==> src/rtl/core/dea_pkg.sv <==
// Shared types, codes and constants of the double-ended arena allocator.
package dea_pkg;

    localparam int ADDR_BITS = 24;
    localparam int CNT_BITS  = 20;

    localparam logic [ADDR_BITS-1:0] ARENA_RESET = ADDR_BITS'(8912896);
    localparam logic [CNT_BITS-1:0]  CNT_MAX     = {CNT_BITS{1'b1}};

    localparam logic [ADDR_BITS:0] PERM_ROUND = (ADDR_BITS+1)'(31);
    localparam logic [ADDR_BITS:0] TEMP_ROUND = (ADDR_BITS+1)'(3);

    typedef enum logic [2:0] {
        OP_ALLOC_PERM = 3'd0,
        OP_ALLOC_TEMP = 3'd1,
        OP_FREE_TEMP  = 3'd2,
        OP_CLEAR      = 3'd3,
        OP_SET_MODE   = 3'd4,
        OP_MARK       = 3'd5
    } t_op;

    typedef enum logic [1:0] {
        ST_DONE  = 2'd0,
        ST_SOFT  = 2'd1,
        ST_FATAL = 2'd2
    } t_status;

    typedef struct packed {
        logic [2:0]           op;
        logic [ADDR_BITS-1:0] request_bytes;
        logic                 fail_mode;
    } t_req;

    typedef struct packed {
        t_status              status;
        logic [ADDR_BITS-1:0] block_offset;
        logic [ADDR_BITS-1:0] bottom_used;
        logic [ADDR_BITS-1:0] top_used;
        logic [ADDR_BITS-1:0] peak_used;
        logic [CNT_BITS-1:0]  alloc_total;
        logic [ADDR_BITS-1:0] since_mark;
    } t_rsp;

endpackage

==> src/rtl/core/dea_in_reg.sv <==
// Input register that holds one request word until the engine takes it.
module dea_in_reg (
    input  logic          i_clk,
    input  logic          i_rst_n,
    input  logic          i_valid,
    input  dea_pkg::t_req i_req,
    input  logic          i_take,
    output logic          o_stall,
    output logic          o_valid,
    output dea_pkg::t_req o_req
);

    logic          r_valid;
    dea_pkg::t_req r_req;
    logic          w_load;

    assign o_stall = r_valid && !i_take;
    assign w_load  = i_valid && !o_stall;
    assign o_valid = r_valid;
    assign o_req   = r_req;

    always_ff @(posedge i_clk) begin
        if (!i_rst_n) begin
            r_valid <= 1'b0;
        end else if (w_load) begin
            r_valid <= 1'b1;
        end else if (i_take) begin
            r_valid <= 1'b0;
        end
    end

    always_ff @(posedge i_clk) begin
        if (w_load) begin
            r_req <= i_req;
        end
    end

endmodule

==> src/rtl/core/dea_engine.sv <==
// Allocator state and the combinational request evaluation.
module dea_engine (
    input  logic                          i_clk,
    input  logic                          i_rst_n,
    input  logic                          i_fire,
    input  dea_pkg::t_req                 i_req,
    input  logic                          i_cfg_we,
    input  logic [dea_pkg::ADDR_BITS-1:0] i_cfg_data,
    output dea_pkg::t_rsp                 o_rsp
);

    localparam int AB = dea_pkg::ADDR_BITS;

    logic [AB-1:0]                r_arena;
    logic [AB-1:0]                r_bottom, n_bottom;
    logic [AB-1:0]                r_top, n_top;
    logic [AB-1:0]                r_peak, n_peak;
    logic [dea_pkg::CNT_BITS-1:0] r_count, n_count;
    logic [AB-1:0]                r_mark, n_mark;
    logic                         r_hard, n_hard;

    logic [AB:0]      w_rnd_perm, w_rnd_temp, w_rounded;
    logic [AB+1:0]    w_need;
    logic             w_fits;
    logic             w_alloc_ok;
    logic [AB:0]      w_sum_new;
    dea_pkg::t_status w_status;
    logic [AB-1:0]    w_offset;

    assign w_rnd_perm = ({1'b0, i_req.request_bytes} + dea_pkg::PERM_ROUND)
                        & ~dea_pkg::PERM_ROUND;
    assign w_rnd_temp = ({1'b0, i_req.request_bytes} + dea_pkg::TEMP_ROUND)
                        & ~dea_pkg::TEMP_ROUND;
    assign w_rounded  = (i_req.op == dea_pkg::OP_ALLOC_PERM) ? w_rnd_perm : w_rnd_temp;
    assign w_need     = {2'b00, r_bottom} + {2'b00, r_top} + {1'b0, w_rounded};
    assign w_fits     = w_need <= {2'b00, r_arena};

    always_comb begin
        n_bottom   = r_bottom;
        n_top      = r_top;
        n_count    = r_count;
        n_mark     = r_mark;
        n_hard     = r_hard;
        w_alloc_ok = 1'b0;
        w_status   = dea_pkg::ST_DONE;
        w_offset   = '0;
        case (i_req.op)
            dea_pkg::OP_ALLOC_PERM, dea_pkg::OP_ALLOC_TEMP: begin
                if (w_fits) begin
                    w_alloc_ok = 1'b1;
                    if (i_req.op == dea_pkg::OP_ALLOC_PERM) begin
                        n_bottom = r_bottom + w_rounded[AB-1:0];
                        w_offset = r_bottom;
                        if (r_count != dea_pkg::CNT_MAX) begin
                            n_count = r_count + 1'b1;
                        end
                    end else begin
                        n_top    = r_top + w_rounded[AB-1:0];
                        w_offset = r_arena - n_top;
                    end
                end else begin
                    w_status = r_hard ? dea_pkg::ST_FATAL : dea_pkg::ST_SOFT;
                end
            end
            dea_pkg::OP_FREE_TEMP: begin
                n_top = '0;
            end
            dea_pkg::OP_CLEAR: begin
                n_hard   = 1'b1;
                n_count  = '0;
                n_bottom = '0;
                n_top    = '0;
            end
            dea_pkg::OP_SET_MODE: begin
                n_hard = i_req.fail_mode;
            end
            dea_pkg::OP_MARK: begin
                n_mark   = r_bottom;
                w_offset = r_bottom;
            end
            default: begin
            end
        endcase
    end

    assign w_sum_new = {1'b0, n_bottom} + {1'b0, n_top};

    always_comb begin
        if (i_req.op == dea_pkg::OP_CLEAR) begin
            n_peak = '0;
        end else if (w_alloc_ok && (w_sum_new > {1'b0, r_peak})) begin
            n_peak = w_sum_new[AB-1:0];
        end else begin
            n_peak = r_peak;
        end
    end

    assign o_rsp.status       = w_status;
    assign o_rsp.block_offset = w_offset;
    assign o_rsp.bottom_used  = n_bottom;
    assign o_rsp.top_used     = n_top;
    assign o_rsp.peak_used    = n_peak;
    assign o_rsp.alloc_total  = n_count;
    assign o_rsp.since_mark   = n_bottom - n_mark;

    always_ff @(posedge i_clk) begin
        if (!i_rst_n) begin
            r_arena  <= dea_pkg::ARENA_RESET;
            r_bottom <= '0;
            r_top    <= '0;
            r_peak   <= '0;
            r_count  <= '0;
            r_mark   <= '0;
            r_hard   <= 1'b1;
        end else begin
            if (i_cfg_we) begin
                r_arena <= i_cfg_data;
            end
            if (i_fire) begin
                r_bottom <= n_bottom;
                r_top    <= n_top;
                r_peak   <= n_peak;
                r_count  <= n_count;
                r_mark   <= n_mark;
                r_hard   <= n_hard;
            end
        end
    end

    a_peak_covers_usage: assert property (@(posedge i_clk) disable iff (!i_rst_n)
        ({1'b0, r_peak} >= ({1'b0, r_bottom} + {1'b0, r_top})))
        else $error("peak below current usage");

    a_refusal_keeps_levels: assert property (@(posedge i_clk) disable iff (!i_rst_n)
        (i_fire && o_rsp.status != dea_pkg::ST_DONE) |=>
            ($stable(r_bottom) && $stable(r_top) && $stable(r_count)))
        else $error("refused request changed levels");

    a_clear_resets: assert property (@(posedge i_clk) disable iff (!i_rst_n)
        (i_fire && i_req.op == dea_pkg::OP_CLEAR) |=>
            (r_bottom == '0 && r_top == '0 && r_peak == '0 && r_hard))
        else $error("clear left state behind");

endmodule

==> src/rtl/core/dea_out_reg.sv <==
// Result register that holds one result word until the sink takes it.
module dea_out_reg (
    input  logic          i_clk,
    input  logic          i_rst_n,
    input  logic          i_load,
    input  dea_pkg::t_rsp i_rsp,
    input  logic          i_stall,
    output logic          o_free,
    output logic          o_valid,
    output dea_pkg::t_rsp o_rsp
);

    logic          r_valid;
    dea_pkg::t_rsp r_rsp;

    assign o_free  = !r_valid || !i_stall;
    assign o_valid = r_valid;
    assign o_rsp   = r_rsp;

    always_ff @(posedge i_clk) begin
        if (!i_rst_n) begin
            r_valid <= 1'b0;
        end else if (i_load) begin
            r_valid <= 1'b1;
        end else if (!i_stall) begin
            r_valid <= 1'b0;
        end
    end

    always_ff @(posedge i_clk) begin
        if (i_load) begin
            r_rsp <= i_rsp;
        end
    end

endmodule

==> src/rtl/core/double_ended_arena_allocator_top.sv <==
// Top level of the double-ended arena allocator.
// Words pass from the input register through the engine into the result register.
// Throughput: one word per cycle while the sink does not stall; the update is one add,
// round and compare. Reset (synchronous, active low) empties the arena, zeroes all
// counters and the mark, sets hard-fail mode and loads the default arena size.
module double_ended_arena_allocator_top (
    input  logic                          i_clk,
    input  logic                          i_rst_n,
    input  logic                          i_in_valid,
    output logic                          o_in_stall,
    input  logic [2:0]                    i_op,
    input  logic [dea_pkg::ADDR_BITS-1:0] i_request_bytes,
    input  logic                          i_fail_mode,
    output logic                          o_out_valid,
    input  logic                          i_out_stall,
    output logic [1:0]                    o_status,
    output logic [dea_pkg::ADDR_BITS-1:0] o_block_offset,
    output logic [dea_pkg::ADDR_BITS-1:0] o_bottom_used,
    output logic [dea_pkg::ADDR_BITS-1:0] o_top_used,
    output logic [dea_pkg::ADDR_BITS-1:0] o_peak_used,
    output logic [dea_pkg::CNT_BITS-1:0]  o_alloc_total,
    output logic [dea_pkg::ADDR_BITS-1:0] o_since_mark,
    input  logic                          i_cfg_valid,
    output logic                          o_cfg_ready,
    input  logic [dea_pkg::ADDR_BITS-1:0] i_cfg_data
);

    dea_pkg::t_req w_in_req, w_req;
    dea_pkg::t_rsp w_rsp, w_out_rsp;
    logic          w_req_valid;
    logic          w_out_free;
    logic          w_fire;

    assign w_in_req.op            = i_op;
    assign w_in_req.request_bytes = i_request_bytes;
    assign w_in_req.fail_mode     = i_fail_mode;

    assign w_fire      = w_req_valid && w_out_free;
    assign o_cfg_ready = 1'b1;

    dea_in_reg u_in (
        .i_clk   (i_clk),
        .i_rst_n (i_rst_n),
        .i_valid (i_in_valid),
        .i_req   (w_in_req),
        .i_take  (w_fire),
        .o_stall (o_in_stall),
        .o_valid (w_req_valid),
        .o_req   (w_req)
    );

    dea_engine u_engine (
        .i_clk      (i_clk),
        .i_rst_n    (i_rst_n),
        .i_fire     (w_fire),
        .i_req      (w_req),
        .i_cfg_we   (i_cfg_valid),
        .i_cfg_data (i_cfg_data),
        .o_rsp      (w_rsp)
    );

    dea_out_reg u_out (
        .i_clk   (i_clk),
        .i_rst_n (i_rst_n),
        .i_load  (w_fire),
        .i_rsp   (w_rsp),
        .i_stall (i_out_stall),
        .o_free  (w_out_free),
        .o_valid (o_out_valid),
        .o_rsp   (w_out_rsp)
    );

    assign o_status       = w_out_rsp.status;
    assign o_block_offset = w_out_rsp.block_offset;
    assign o_bottom_used  = w_out_rsp.bottom_used;
    assign o_top_used     = w_out_rsp.top_used;
    assign o_peak_used    = w_out_rsp.peak_used;
    assign o_alloc_total  = w_out_rsp.alloc_total;
    assign o_since_mark   = w_out_rsp.since_mark;

endmodule

==> config.mk <==
export PLATFORM = sky130hd
export DESIGN_NAME = double_ended_arena_allocator_top
export DESIGN_NICKNAME = d
export VERILOG_FILES = /design/src/rtl/core/dea_pkg.sv /design/src/rtl/core/dea_in_reg.sv /design/src/rtl/core/dea_engine.sv /design/src/rtl/core/dea_out_reg.sv /design/src/rtl/core/double_ended_arena_allocator_top.sv
export SDC_FILE = /design/constraint.sdc
export NUM_CORES = 1
export LEC_CHECK = 0
export ABC_AREA = 0
export BUFFER_PORTS_ARGS = -buffer_cell sky130_fd_sc_hd__buf_2
export CAP_MARGIN = 25
export CORE_MARGIN = 4
export CORE_UTILIZATION = 60
export CTS_CLUSTER_DIAMETER = 40
export DETAILED_ROUTE_END_ITERATION = 6
export HOLD_SLACK_MARGIN = 0.05
export PLACE_DENSITY = 0.81
export SLEW_MARGIN = 20
export SYNTH_ARGS = -nofsm -noshare
export SYNTH_HDL_FRONTEND = slang
export SYNTH_SLANG_ARGS = --single-unit
==> constraint.sdc <==
create_clock -name i_clk -period 12.96 [get_ports i_clk]
set_input_delay 1.296 -clock i_clk [delete_from_list [all_inputs] [get_ports i_clk]]
set_output_delay 1.296 -clock i_clk [all_outputs]
set_load 0.02 [all_outputs]
==> metrics.md, run 1 <==
| Metric | Value |
|---|---|
| Crit-path max FO | `10` |
| Num ports | `202` |
| Hold path startpoint | `u_engine.r_peak[2]` |
| Final Core Density | `0.701` |
| Worst min path class | `reg2reg` |
| Rel. slew slack | `0.288` |
| Biggest area consumer among synthesized cells | `edfxtp_1` |
| Main synth FF type | `edfxtp_1` |
| Post-synth top cells | `nand2_1 (239), nor2_1 (211), ha_1 (208)` |
| Cell Rows | `68` |
| Cell family with most CP delay | `compound AO/OA/AOI/OAI gates` |
| Vias | `18589` |
| Initial Utilization | `0.605` |
| Root Buffer | `clkbuf_16` |
| Final period utilization | `0.953` |
| Worst-margin pin slew | `1.07 ns` |
| Total Wirelength | `60.2 mm` |
| H-Tree Level Count | `2` |
| Crit. Startpoint | `u_engine.r_bottom[0]` |
| Startpoint types | `register` |
| Ratio of cells with drive above 1 in the final layout | `0.155` |
| Latest clock arrival within the worst-skew pair | `0.57 ns` |
| Core outline area | `34500 µm²` |
| Hold Slack | `0.475 ns` |
| Antenna diode count | `0` |
| Register area share after synthesis | `0.382` |
| Pre-CTS WS | `-0.103 ns` |
| Clk sinks | `313` |
| Worst Path Buf+Inv | `4` |
| Maximum capacitance violations | `0` |
| Most common cell in the synthesized netlist | `nand2_1` |
| CP max stage delay | `0.65 ns` |
| Overall power | `3.10 mW` |
| Number of flops mapped to enable cells by yosys | `170` |
| CTS tree | `yes` |
| 1st-iter DRT viols | `1559` |
| Total GRT Usage | `0.307` |
| Total congestion overflow | `0` |
| PD cells | `128 nW/µm²` |
| Syn nets | `2560` |
| Avg Synthesized Cell Area | `9.12 µm²` |
| Die Span Y | `194 µm` |
| Drt via density | `6.18` |
| Initial antenna violation count | `0` |
| Pin count of the biggest net entering global routing | `158` |
| Final-report max-slew violation count | `0` |
| Status | `finished clean` |
| Crit path arrival time | `12.66 ns` |
| Wire per inst | `20.0 µm` |
| Hold Vio Cnt, Final | `0` |
| Top cell type's share of synthesized area | `0.245` |
| Peak supply drop | `0.108 mV` |
| Max Fclk | `80.9 MHz` |
| Yosys warning total | `0` |
| Detailed placement HPWL | `45.3 mm` |
| #FFs+latches synth | `313` |
| Pre-Repair DR Iteration Count | `6` |
| CP Data Required Time | `13.27 ns` |
| Layout overhead on the synthesized area | `15.8%` |
| Reg2reg start | `u_engine.r_bottom[0]` |
| Inserted Clock Buffers | `42` |
| Mapped cell area | `20900 µm²` |
| Antenna Nets Post-Route | `0` |
| Final net count | `2792` |
| Die width | `194 µm` |
| Post-synth ARST share | `0` |
| LEAKAGE | `10.7 nW` |
| Most common cell type on the critical path | `o21ai_0` |
| First-pass GRT wire length | `94.2 mm` |
| Reg-to-reg setup timing slack | `0.61 ns` |
| Drc violations | `0` |
| Synth top area cells | `edfxtp_1 (24%), dfxtp_1 (14%), ha_1 (12%), nand2_1 (4.3%), a21oi_1 (4.1%)` |
| Final worst slack | `0.606 ns` |
| Full die area | `37800 µm²` |
| Worst Skew | `0.0159 ns` |
| Clk slew on worst S/H paths | `0.06 ns` |
| Setup TNS | `0 ns` |
| Critical setup path kind | `reg2reg` |
| Port bufs | `200` |
| Final setup fails | `0` |
| RD Place Congestion | `0.975` |
| Synth Instances | `2288` |
| Vias in the first global route | `17998` |
| Clock Path Buffers | `3` |
| CP max stage cell | `o21ai_0` |
| Crit. End Element | `register` |
| Post-synthesis cell type count | `90` |
| Minimum clock period | `12.35 ns` |
[flip-flops by register name, summed over array words and instances (netlist names), 20 cells and up]
signal,cells
u_engine.r_arena,24
u_engine.r_mark,24
u_engine.r_peak,24
u_in.o_req,28
u_out.o_rsp,142
u_engine.r_count,20
u_engine.r_bottom,24
u_engine.r_top,24
[report_power, final]
part / switching [mW] / total (mW) / internal (mW)
logic: 0.483 / 0.776 / 0.293
clock network: 0.469 / 1.18 / 0.712
registers: 0.0300 / 1.14 / 1.11
[area by class of cell]
| class | instances | area (µm²) |
|---|---|---|
| multi-input combinational | 1782 | 12200 |
| fill | 2669 | 10300 |
| sequential | 313 | 7970 |
| timing repair buffer | 262 | 1500 |
| clock buffer | 47 | 1070 |
| tap | 455 | 569 |
| inverter | 119 | 455 |
| clock inverter | 30 | 358 |
[path summary, 6_finish.rpt]
| path | end | cells after the start |
|---|---|---|
| hold reg to reg | u_engine.r_peak[2] | 1 |
| setup / recovery | u_out.o_rsp[56] | 61 |
| hold / removal | u_engine.r_peak[2] | 1 |
| setup reg to reg | u_out.o_rsp[56] | 61 |
[through the flow]
step	cells	cell area (µm²)
after floorplan	2288	20900
after global placement	2920	22500
after detailed placement	2920	22500
after CTS	3000	24000
after global routing	3008	24200
final	3008	24200
[cells in the final DEF, fill, tap and decap left out, drive strengths merged, types with 33 or more instances in the layout]
cell,synthesis,routed
buf,18,262
nand3,68,68
xnor2,81,81
a21oi,173,173
dfxtp,143,143
o21ai,152,152
mux2i,63,63
clkbuf,57,47
nand2b,33,33
ha,208,208
nor3,53,53
nor2,212,212
xor2,59,59
nand2,239,239
a21o,55,55
inv,119,129
edfxtp,170,170
a211oi,47,47
[metal layers]
metal	track usage	up-vias	share of wire	wire, µm
met5	0	-	0	0
met2	0.499	900	0.45	27300
li1	-	8813	-	-
met3	0.0596	156	0.096	5790
met1	0.406	8720	0.41	24700
met4	0.121	0	0.040	2400
[worst register-to-register path, delay by kind of cell, from the launching register on]
kind | cells | cell delay (ns)
flip-flops | 1 | 0.41
adder cells (fa/ha/maj) | 6 | 1.95
AO/OA/AOI/OAI | 31 | 5.68
multiplexers | 1 | 0.34
buffers and inverters | 4 | 0.55
AND/OR/NAND/NOR | 16 | 2.62
XOR/XNOR | 3 | 0.56
[timing repair]
item	in CTS	in global routing
cloned	1	0
hold buffers	0	0
setup endpoints to repair	40	48
resized for setup	1	24
pin swaps	1	7
setup buffers	2	7
[cell families after synthesis]
group                    count (synthesis)  share of synthesized area
AO/OA/AOI/OAI                          600                      0.190
XOR/XNOR                               140                     0.0595
adder cells (fa/ha/maj)                215                      0.131
buffers and inverters                  194                     0.0364
flip-flops                             313                      0.382
multiplexers                            66                     0.0318
other                                    1                   0.000180
AND/OR/NAND/NOR                        759                      0.169
Power figures use the tool's default switching activity.
==> run 2, diff against run 1 <==
Settings changed: CELL_PAD_IN_SITES_DETAIL_PLACEMENT set to 1, CELL_PAD_IN_SITES_GLOBAL_PLACEMENT set to 2, CORE_MARGIN 4 to 2, CORE_UTILIZATION 60 to 38, PLACE_DENSITY 0.81 to not set, PLACE_DENSITY_LB_ADDON set to 0.25.
==> metrics.md, run 2 (synthesis gave the netlist of run 1 again) <==
| Metric | Value |
|---|---|
| Status | `finished clean` |
| Wire per inst | `21.8 µm` |
| RD Place Congestion | `0.873` |
| Ratio of cells with drive above 1 in the final layout | `0.177` |
| Worst path depth | `64` |
| Cell Rows | `85` |
| Commonest non-fill, non-tap cell in the layout | `nand2_1` |
| CP Data Required Time | `13.31 ns` |
| First-pass GRT wire length | `109 mm` |
| Clk sinks | `313` |
| Port bufs | `200` |
| Crit. End Element | `register` |
| Total GRT Usage | `0.249` |
| CP max stage delay | `0.56 ns` |
| Final net count | `2830` |
| Largest register FFs | `142` |
| Final period utilization | `0.961` |
| CTS tree | `yes` |
| Latest clock arrival within the worst-skew pair | `0.64 ns` |
| PD cells | `138 nW/µm²` |
| Num ports | `202` |
| Drc violations | `0` |
| Worst Skew | `0.0288 ns` |
| Die width | `238 µm` |
| Final Core Density | `0.468` |
| Startpoint types | `register` |
| Total congestion overflow | `0` |
| Root Buffer | `clkbuf_16` |
| Vias | `18445` |
| Final setup fails | `0` |
| Drt via density | `5.58` |
| Setup crit end | `u_out.o_rsp[59]` |
| Most frequent cells in the layout | `nand2_1 (237), nor2_1 (210), ha_1 (206)` |
| Core outline area | `54000 µm²` |
| Crit. Startpoint | `u_engine.r_top[0]` |
| Cell family with most CP delay | `compound AO/OA/AOI/OAI gates` |
| Layout overhead on the synthesized area | `21.2%` |
| Maximum capacitance violations | `0` |
| Worst min path class | `reg2reg` |
| Reg2reg start | `u_engine.r_top[0]` |
| Total Wirelength | `72.1 mm` |
| Antenna diode count | `0` |
| 1st-iter DRT viols | `1070` |
| R2r worst-path depth | `64` |
| Worst-margin pin slew | `0.995 ns` |
| LEAKAGE | `11.1 nW` |
| Antenna Nets Post-Route | `0` |
| Inserted Clock Buffers | `59` |
| Initial antenna violation count | `3` |
| Crit-path max FO | `23` |
| CP max stage cell | `or4b_4` |
| Most common cell type on the critical path | `o21ai_0` |
| H-Tree Level Count | `2` |
| RR Endpoint | `u_out.o_rsp[59]` |
| Clock Path Buffers | `3` |
| Rel. slew slack | `0.337` |
| Initial Utilization | `0.386` |
| Final-report max-slew violation count | `0` |
| Critical setup path kind | `reg2reg` |
| Max Fclk | `80.3 MHz` |
| Detailed placement HPWL | `54.7 mm` |
| Crit path arrival time | `12.80 ns` |
| Peak supply drop | `0.101 mV` |
| Pre-Repair DR Iteration Count | `6` |
| Die Span Y | `238 µm` |
| Hold Vio Cnt, Final | `0` |
| Overall power | `3.49 mW` |
| Clk slew on worst S/H paths | `0.05 ns` |
| Full die area | `56800 µm²` |
| Pin count of the biggest net entering global routing | `102` |
| Minimum clock period | `12.45 ns` |
| Reg-to-reg setup timing slack | `0.51 ns` |
| Worst Path Buf+Inv | `5` |
| Vias in the first global route | `18984` |
## run 2: cell count changes in the layout (fill, tap and decap cells not counted), sizes merged
cell	change
buf	+19
inv	+3
clkbuf	+18
clkinv	+10
clkinvlp	+8
bufinv	-2
## run 2: final cells by class
type	count	area, µm²
Clock buffer	63	1500
Sequential cell	313	7970
Multi-Input combinational cell	1782	12300
Inverter	119	455
Tap cell	696	871
Clock inverter	49	500
Fill cell	6233	28700
Timing Repair Buffer	283	1700
## run 2: worst min path at each step
stage,from,to,depth (start not counted)
final,u_engine.r_peak[2],u_engine.r_peak[2],1
after detailed placement,u_engine.r_peak[2],u_engine.r_peak[2],1
after global placement,u_engine.r_peak[23],u_engine.r_peak[23],2
after global routing,u_engine.r_peak[2],u_engine.r_peak[2],1
after CTS,u_engine.r_peak[2],u_engine.r_peak[2],1
after floorplan,u_engine.r_peak[2],u_engine.r_peak[2],1
## run 2: timing repair
item,4_1_cts,5_1_grt
gates cloned,0,4
setup endpoints to repair,40,48
pin swaps,0,11
hold buffers,0,0
setup buffers,0,17
resized for setup,3,30
## run 2: per-layer routing
layer  vias to the layer above  share of wire  GRT usage
li1                       8873              -          -
met1                      9087           0.47      0.344
met3                       111          0.039     0.0352
met4                         2          0.028     0.0733
met2                       372           0.46      0.404
met5                         -        0.00018          0
## run 2: through the flow
stage | setup slack, ns | hold WS, ns | instance area, µm² | setup TNS [ns] | std cells
after floorplan | 1.47 | 0.442 | 20900 | 0 | 2288
after global placement | 0.319 | 0.451 | 22900 | 0 | 3171
after detailed placement | -0.121 | 0.457 | 23000 | -1.35 | 3172
after CTS | 0.0306 | 0.470 | 25000 | 0 | 3284
after global routing | -0.132 | 0.505 | 25300 | -3.21 | 3305
final | 0.509 | 0.469 | 25300 | 0 | 3305
## run 2: report_power, final
part           total, mW  internal (mW)  switching, mW
clock               1.53          0.925          0.604
sequential          1.14           1.11         0.0296
combinational      0.819          0.305          0.514
total               3.49           2.34           1.15
